$ cat src/assert_macros.svh
// Assertion helpers shared by the RTL files.
`ifndef ASSERT_MACROS_SVH
`define ASSERT_MACROS_SVH

// Clocked check, masked while reset is high.
`define SISU_ASSERT(lbl, clk, rst, prop, msg) \
  lbl: assert property (@(posedge clk) disable iff (rst) prop) else $error(msg);

// Clocked check with no reset mask.
`define SISU_ASSERT_ALWAYS(lbl, clk, prop, msg) \
  lbl: assert property (@(posedge clk) prop) else $error(msg);

`endif

$ cat src/sisu_pkg.sv
`default_nettype none

package sisu_pkg;

  localparam int MAX_CAPACITY = 256;
  localparam int ROW_BITS     = 16;
  localparam int ADDR_BITS    = $clog2(MAX_CAPACITY);
  localparam int SIZE_BITS    = ADDR_BITS + 1;

  typedef logic [ROW_BITS-1:0]  row_t;
  typedef logic [ADDR_BITS-1:0] addr_t;
  typedef logic [SIZE_BITS-1:0] cnt_t;
  typedef logic [SIZE_BITS:0]   ext_t;

  localparam cnt_t CAP_MAX  = cnt_t'(MAX_CAPACITY);
  localparam ext_t FILL_MAX = ext_t'(MAX_CAPACITY);

  // request codes
  localparam logic [2:0] REQ_CLEAR  = 3'd0;
  localparam logic [2:0] REQ_APPEND = 3'd1;
  localparam logic [2:0] REQ_BEGIN  = 3'd2;
  localparam logic [2:0] REQ_ELEM   = 3'd3;
  localparam logic [2:0] REQ_END    = 3'd4;
  localparam logic [2:0] REQ_READ   = 3'd5;

  // result kinds
  localparam logic [1:0] KIND_NEW    = 2'd0;
  localparam logic [1:0] KIND_STATUS = 2'd1;
  localparam logic [1:0] KIND_READ   = 2'd2;

  // merge outcomes
  localparam logic [1:0] ST_UNCHANGED = 2'd0;
  localparam logic [1:0] ST_CHANGED   = 2'd1;
  localparam logic [1:0] ST_OVERFLOW  = 2'd2;

  typedef enum logic [3:0] {
    S_IDLE,
    S_DISPATCH,
    S_M_FETCH,
    S_M_TEST,
    S_M_INSERT,
    S_E_FETCH,
    S_E_COPY,
    S_C_RD,
    S_C_WR,
    S_END_DONE,
    S_READ_WAIT
  } state_t;

  // controller -> datapath
  typedef struct packed {
    logic take;       // input side may transfer
    logic clear;
    logic append;
    logic begin_m;
    logic rd_scan;    // read stored entry at scan pointer
    logic rd_idx;     // read stored entry at requested index
    logic copy;       // stored head -> merge buffer, advance scan
    logic set_ovf;
    logic insert;     // new element into buffer and result register
    logic commit;     // size <- fill, scan pointer rewinds for copy-back
    logic rd_buf;
    logic cp_back;    // buffer entry -> stored set
    logic end_emit;
    logic read_emit;
  } cmd_t;

  // datapath -> controller
  typedef struct packed {
    logic       in_fire;
    logic [2:0] req;
    logic       elem_skip;
    logic       end_quick;
    logic       scan_left;
    logic       buf_full;
    logic       head_lt;
    logic       head_eq;
    logic       insert_ok;
    logic       out_busy;
  } stat_t;

endpackage

`default_nettype wire

$ cat src/sisu_ctrl.sv
`default_nettype none
`include "assert_macros.svh"

module sisu_ctrl (
  input  logic            clk,
  input  logic            rst,
  input  sisu_pkg::stat_t stat,
  output sisu_pkg::cmd_t  cmd
);

  sisu_pkg::state_t state, state_next;

  always_ff @(posedge clk) begin
    if (rst) begin
      state <= sisu_pkg::S_IDLE;
    end else begin
      state <= state_next;
    end
  end

  always_comb begin
    state_next = state;
    case (state)
      sisu_pkg::S_IDLE: begin
        if (stat.in_fire) state_next = sisu_pkg::S_DISPATCH;
      end
      sisu_pkg::S_DISPATCH: begin
        case (stat.req)
          sisu_pkg::REQ_ELEM: begin
            state_next = stat.elem_skip ? sisu_pkg::S_IDLE : sisu_pkg::S_M_FETCH;
          end
          sisu_pkg::REQ_END: begin
            state_next = stat.end_quick ? sisu_pkg::S_END_DONE : sisu_pkg::S_E_FETCH;
          end
          sisu_pkg::REQ_READ: state_next = sisu_pkg::S_READ_WAIT;
          default:            state_next = sisu_pkg::S_IDLE;
        endcase
      end
      sisu_pkg::S_M_FETCH: begin
        state_next = stat.scan_left ? sisu_pkg::S_M_TEST : sisu_pkg::S_M_INSERT;
      end
      sisu_pkg::S_M_TEST: begin
        if (stat.head_lt) begin
          state_next = stat.buf_full ? sisu_pkg::S_IDLE : sisu_pkg::S_M_FETCH;
        end else if (stat.head_eq) begin
          state_next = sisu_pkg::S_IDLE;
        end else begin
          state_next = sisu_pkg::S_M_INSERT;
        end
      end
      sisu_pkg::S_M_INSERT: begin
        if (!stat.insert_ok || !stat.out_busy) state_next = sisu_pkg::S_IDLE;
      end
      sisu_pkg::S_E_FETCH: begin
        if (stat.scan_left && !stat.buf_full) begin
          state_next = sisu_pkg::S_E_COPY;
        end else begin
          state_next = sisu_pkg::S_C_RD;
        end
      end
      sisu_pkg::S_E_COPY: state_next = sisu_pkg::S_E_FETCH;
      sisu_pkg::S_C_RD: begin
        state_next = stat.scan_left ? sisu_pkg::S_C_WR : sisu_pkg::S_END_DONE;
      end
      sisu_pkg::S_C_WR: state_next = sisu_pkg::S_C_RD;
      sisu_pkg::S_END_DONE: begin
        if (!stat.out_busy) state_next = sisu_pkg::S_IDLE;
      end
      sisu_pkg::S_READ_WAIT: begin
        if (!stat.out_busy) state_next = sisu_pkg::S_IDLE;
      end
      default: state_next = sisu_pkg::S_IDLE;
    endcase
  end

  always_comb begin
    cmd = '0;
    case (state)
      sisu_pkg::S_IDLE: cmd.take = 1'b1;
      sisu_pkg::S_DISPATCH: begin
        case (stat.req)
          sisu_pkg::REQ_CLEAR:  cmd.clear   = 1'b1;
          sisu_pkg::REQ_APPEND: cmd.append  = 1'b1;
          sisu_pkg::REQ_BEGIN:  cmd.begin_m = 1'b1;
          sisu_pkg::REQ_READ:   cmd.rd_idx  = 1'b1;
          default: ;
        endcase
      end
      sisu_pkg::S_M_FETCH: cmd.rd_scan = stat.scan_left;
      sisu_pkg::S_M_TEST: begin
        // equal head is copied and the offered index dropped
        if (stat.head_lt || stat.head_eq) cmd.copy = !stat.buf_full;
      end
      sisu_pkg::S_M_INSERT: begin
        if (!stat.insert_ok) begin
          cmd.set_ovf = 1'b1;
        end else begin
          cmd.insert = !stat.out_busy;
        end
      end
      sisu_pkg::S_E_FETCH: begin
        if (stat.scan_left && !stat.buf_full) begin
          cmd.rd_scan = 1'b1;
        end else begin
          cmd.commit = 1'b1;
        end
      end
      sisu_pkg::S_E_COPY:    cmd.copy      = 1'b1;
      sisu_pkg::S_C_RD:      cmd.rd_buf    = stat.scan_left;
      sisu_pkg::S_C_WR:      cmd.cp_back   = 1'b1;
      sisu_pkg::S_END_DONE:  cmd.end_emit  = !stat.out_busy;
      sisu_pkg::S_READ_WAIT: cmd.read_emit = !stat.out_busy;
      default: ;
    endcase
  end

  `SISU_ASSERT(a_fire_dispatch, clk, rst, stat.in_fire |=> state == sisu_pkg::S_DISPATCH, "accepted item not dispatched")

endmodule

`default_nettype wire

$ cat config.mk
export PLATFORM = sky130hd
export DESIGN_NAME = sisu_ctrl
export DESIGN_NICKNAME = d
export VERILOG_FILES = /design/src/sisu_pkg.sv /design/src/sisu_ctrl.sv
export VERILOG_INCLUDE_DIRS = /design/src /design/src/src
export SDC_FILE = /design/constraint.sdc
export NUM_CORES = 1
export LEC_CHECK = 0
export BUFFER_PORTS_ARGS = -buffer_cell sky130_fd_sc_hd__buf_2
export CAP_MARGIN = 10
export CORE_MARGIN = 5
export CORE_UTILIZATION = 23
export CTS_CLUSTER_SIZE = 8
export DETAILED_ROUTE_END_ITERATION = 12
export PLACE_DENSITY_LB_ADDON = 0.3
export SLEW_MARGIN = 0
export SYNTH_ARGS = -nofsm -noshare
export SYNTH_HDL_FRONTEND = slang
export SYNTH_SLANG_ARGS = --single-unit
$ cat constraint.sdc
create_clock -name clk -period 1.3 [get_ports clk]
set_input_delay 0.13 -clock clk [delete_from_list [all_inputs] [get_ports clk]]
set_output_delay 0.13 -clock clk [all_outputs]
set_load 0.05 [all_outputs]
==> impl_metrics.tcl <==
set metrics [dict create \
    fin_worst_skew_ps 8.21 \
    nFillCells 213 \
    overflow 0 \
    cp_max_fo 4 \
    final_cell_count_no_fill 173 \
    grt_pass1_vias 881 \
    max_cap_viol_count 0 \
    drive_gt1_frac 0.755 \
    clockBufferDepth 2 \
    die-height_um 59.8 \
    diodes 0 \
    synth_top_area_cell "dfxtp_1" \
    min_period_over_period 1.24 \
    finalInstanceArea_um2 1500 \
    port_buffers 27 \
    routedWlPerCell_um 14.8 \
    post-synth-top-area-fraction 0.141 \
    holdCritPathClass "in2reg" \
    largestRegisters "state: 4 flops" \
    yosys-top-cells-area "dfxtp_1 (14%), nand2b_1 (11%), nor2_1 (8.6%)" \
    antenna_left 0 \
    max_stage_delay_ps 360 \
    ios 28 \
    grt_antenna_before_repair 0 \
    hold_viol_final 0 \
    synth_warnings 0 \
    fmax_mhz 621 \
    outcome "finished with violations" \
    area_growth_pct 163 \
    crit_chain "nor4b_4 > buf_4 > nand2b_4 > nor3b_4 > buf_6" \
    cts_tree "built" \
    htreeDepth 1 \
    dp.cells 153 \
    coreArea_um2 2430 \
    hpwl_mm 1.65 \
    multi_input_area_um2 741 \
    power_density_nw_per_um2 1370 \
    rsz0062_at_grt "true" \
    final_nets 159 \
    cp-end-kind "primary output" \
    power.internal_mw 1.13 \
    synth-seq-cells 4 \
    grt_max_degree 8 \
    violations "negative setup slack" \
    p_leak_nw 0.596 \
    clk_pin_slew_ps 40 \
    largest_register "state" \
    peakVddDrop_uv 1250 \
    whs_ps 117 \
    clkPwrFrac 0.078 \
    seqPwrFrac 0.112 \
    die_area_um2 3570 \
    path_delay_family "simple AND/OR/NAND/NOR gates" \
    largest_reg_flops 4 \
    critPathArrivalTime_ps 1480 \
    initial_core_util 0.234 \
    fin_crit_ps 1610 \
    drtIter0Drc 14 \
    startpoint_type "flip-flop" \
    drc 0 \
    gr-usage-all-layers 0.154 \
    path_buf_inv 2 \
    cts_root_buf "clkbuf_4" \
    required_ps 1170 \
    switchingPower_mw 0.926 \
    dieWidth_um 59.8 \
    synth.cell_area_um2 569 \
    syn_area_per_cell_um2 6.78 \
    ys_types 32 \
    seq_area_frac_synth 0.141 \
    switching_share 0.451 \
    setup_viol 18 \
    cts.sinks 4 \
    syn_inst 84 \
    postPlaceCellArea_um2 1020 \
    grt_first_pass_wirelength_mm 4.18 \
    clk_latency_ps 240 \
    rows 18 \
    drt-total-wl_mm 2.56 \
    firstDrtPassIters 3 \
    max_slew_margin 0.797 \
    total_power_mw 2.05 \
    avgViaCountPerCell 4.90 \
    vias 848 \
    numCtsBuffers 3 \
    cp_slowest_cell "dfxtp_4" \
    place.gp.congestion 0.863 \
    slew_viol_final 0 \
    syn-num-nets 98 \
    seq_area_um2 95.1 \
    fin_ws_ps -311 \
    pwr-share-comb 0.809 \
    worstSetupPathType "reg2out" \
    tightestPinTransition_ps 303 \
]
## synthesized netlist by cell type (all sizes together)
cell     n
nor2    13
nand2b  10
buf      6
nand2    6
a21oi    5
nor2b    5
nor3     5
dfxtp    4
nor3b    4
nor4     3
o21ai    3
a31oi    2
nand3    2
a22oi    1
a311oi   1
a31o     1
a32o     1
and2     1
and3     1
and4     1
inv      1
mux2i    1
nor4b    1
nor4bb   1
o211ai   1
o311a    1
o32ai    1
or3      1
or4      1
## per-layer routing
layer	global-route usage	routed length (um)	up-vias
met3	0.0151	106	4
met4	0.0696	37	0
li1	-	-	426
met5	0	0	-
met2	0.269	1370	23
met1	0.188	1040	395
## power by group through the flow
stage / combinational [mW] / sequential (mW) / clock (mW)
6_report: 1.66 / 0.230 / 0.161
5_1_grt: 1.75 / 0.237 / 0.169
4_1_cts: 1.56 / 0.228 / 0.162
3_5_place_dp: 1.14 / 0.212 / 0
3_3_place_gp: 1.13 / 0.213 / 0
2_1_floorplan: 0.806 / 0.190 / 0
## area by class of cell
class                   instances  share of cell area
repair buffers                 62               0.399
clock buffers                   3              0.0150
well taps                      30              0.0251
inverters                       1             0.00251
flip-flops and latches          4              0.0635
multi-input cells              73               0.495
## through the flow
| stage | setup WS [ps] | utilization | setup TNS (ps) |
|---|---|---|---|
| after floorplan | -163 | - | -978 |
| after global placement | -174 | 0.419 | -1740 |
| after detailed placement | -188 | 0.419 | -2060 |
| after CTS | -322 | 0.585 | -3220 |
| after global routing | -379 | 0.616 | -4180 |
| final | -311 | 0.616 | -3330 |
## cell families (layout without fill, tap and decap cells)
| logic type | after synthesis | count (layout) | synth area share |
|---|---|---|---|
| multiplexers | 1 | 1 | 0.0176 |
| buffers and inverters | 7 | 66 | 0.0637 |
| AND/OR/NAND/NOR | 55 | 55 | 0.558 |
| AO/OA/AOI/OAI | 17 | 17 | 0.220 |
| flip-flops | 4 | 4 | 0.141 |
## timing repair
| action | 4_1_cts | 5_1_grt |
|---|---|---|
| cloned | 1 | 0 |
| hold buffers | 0 | 0 |
| gates resized for setup | 75 | 11 |
| pin swaps | 15 | 6 |
| buffers inserted | 12 | 6 |
| endpoints found under the setup margin | 18 | 18 |
## path summary, 6_finish.rpt
path	depth (start not counted)	end	from	slack (ps)
max	5	cmd[10]	state[1]	-310
min	2	state[2]	rst	120
max reg2reg	8	state[3]	state[1]	-160
min reg2reg	3	state[1]	state[2]	770
## worst reg2reg max path, stage by stage, from the launching register on
cell and delay, ps:
dfxtp_4 360, buf_4 150, buf_6 130, nor2_4 140, buf_4 130, buf_4 90, a32o_1 170, nand2_1 60
a31oi_1 150
## placed cells by master, fill, tap and decap left out, types with 2 or more instances in the layout
master / count
buf_4: 21
buf_6: 18
buf_2: 13
buf_8: 7
nor2_4: 6
nand2b_1: 6
nor2_1: 5
nand2b_4: 4
nand2_1: 4
dfxtp_4: 4
nor4_4: 3
nor2b_4: 3
nor3b_4: 3
a21oi_2: 3
nor3_4: 3
clkbuf_4: 3
nor2b_1: 2
a21oi_1: 2
nor2_2: 2
o21ai_0: 2
a31oi_1: 2
buf_12: 2
(Power assumes the default switching activity.)
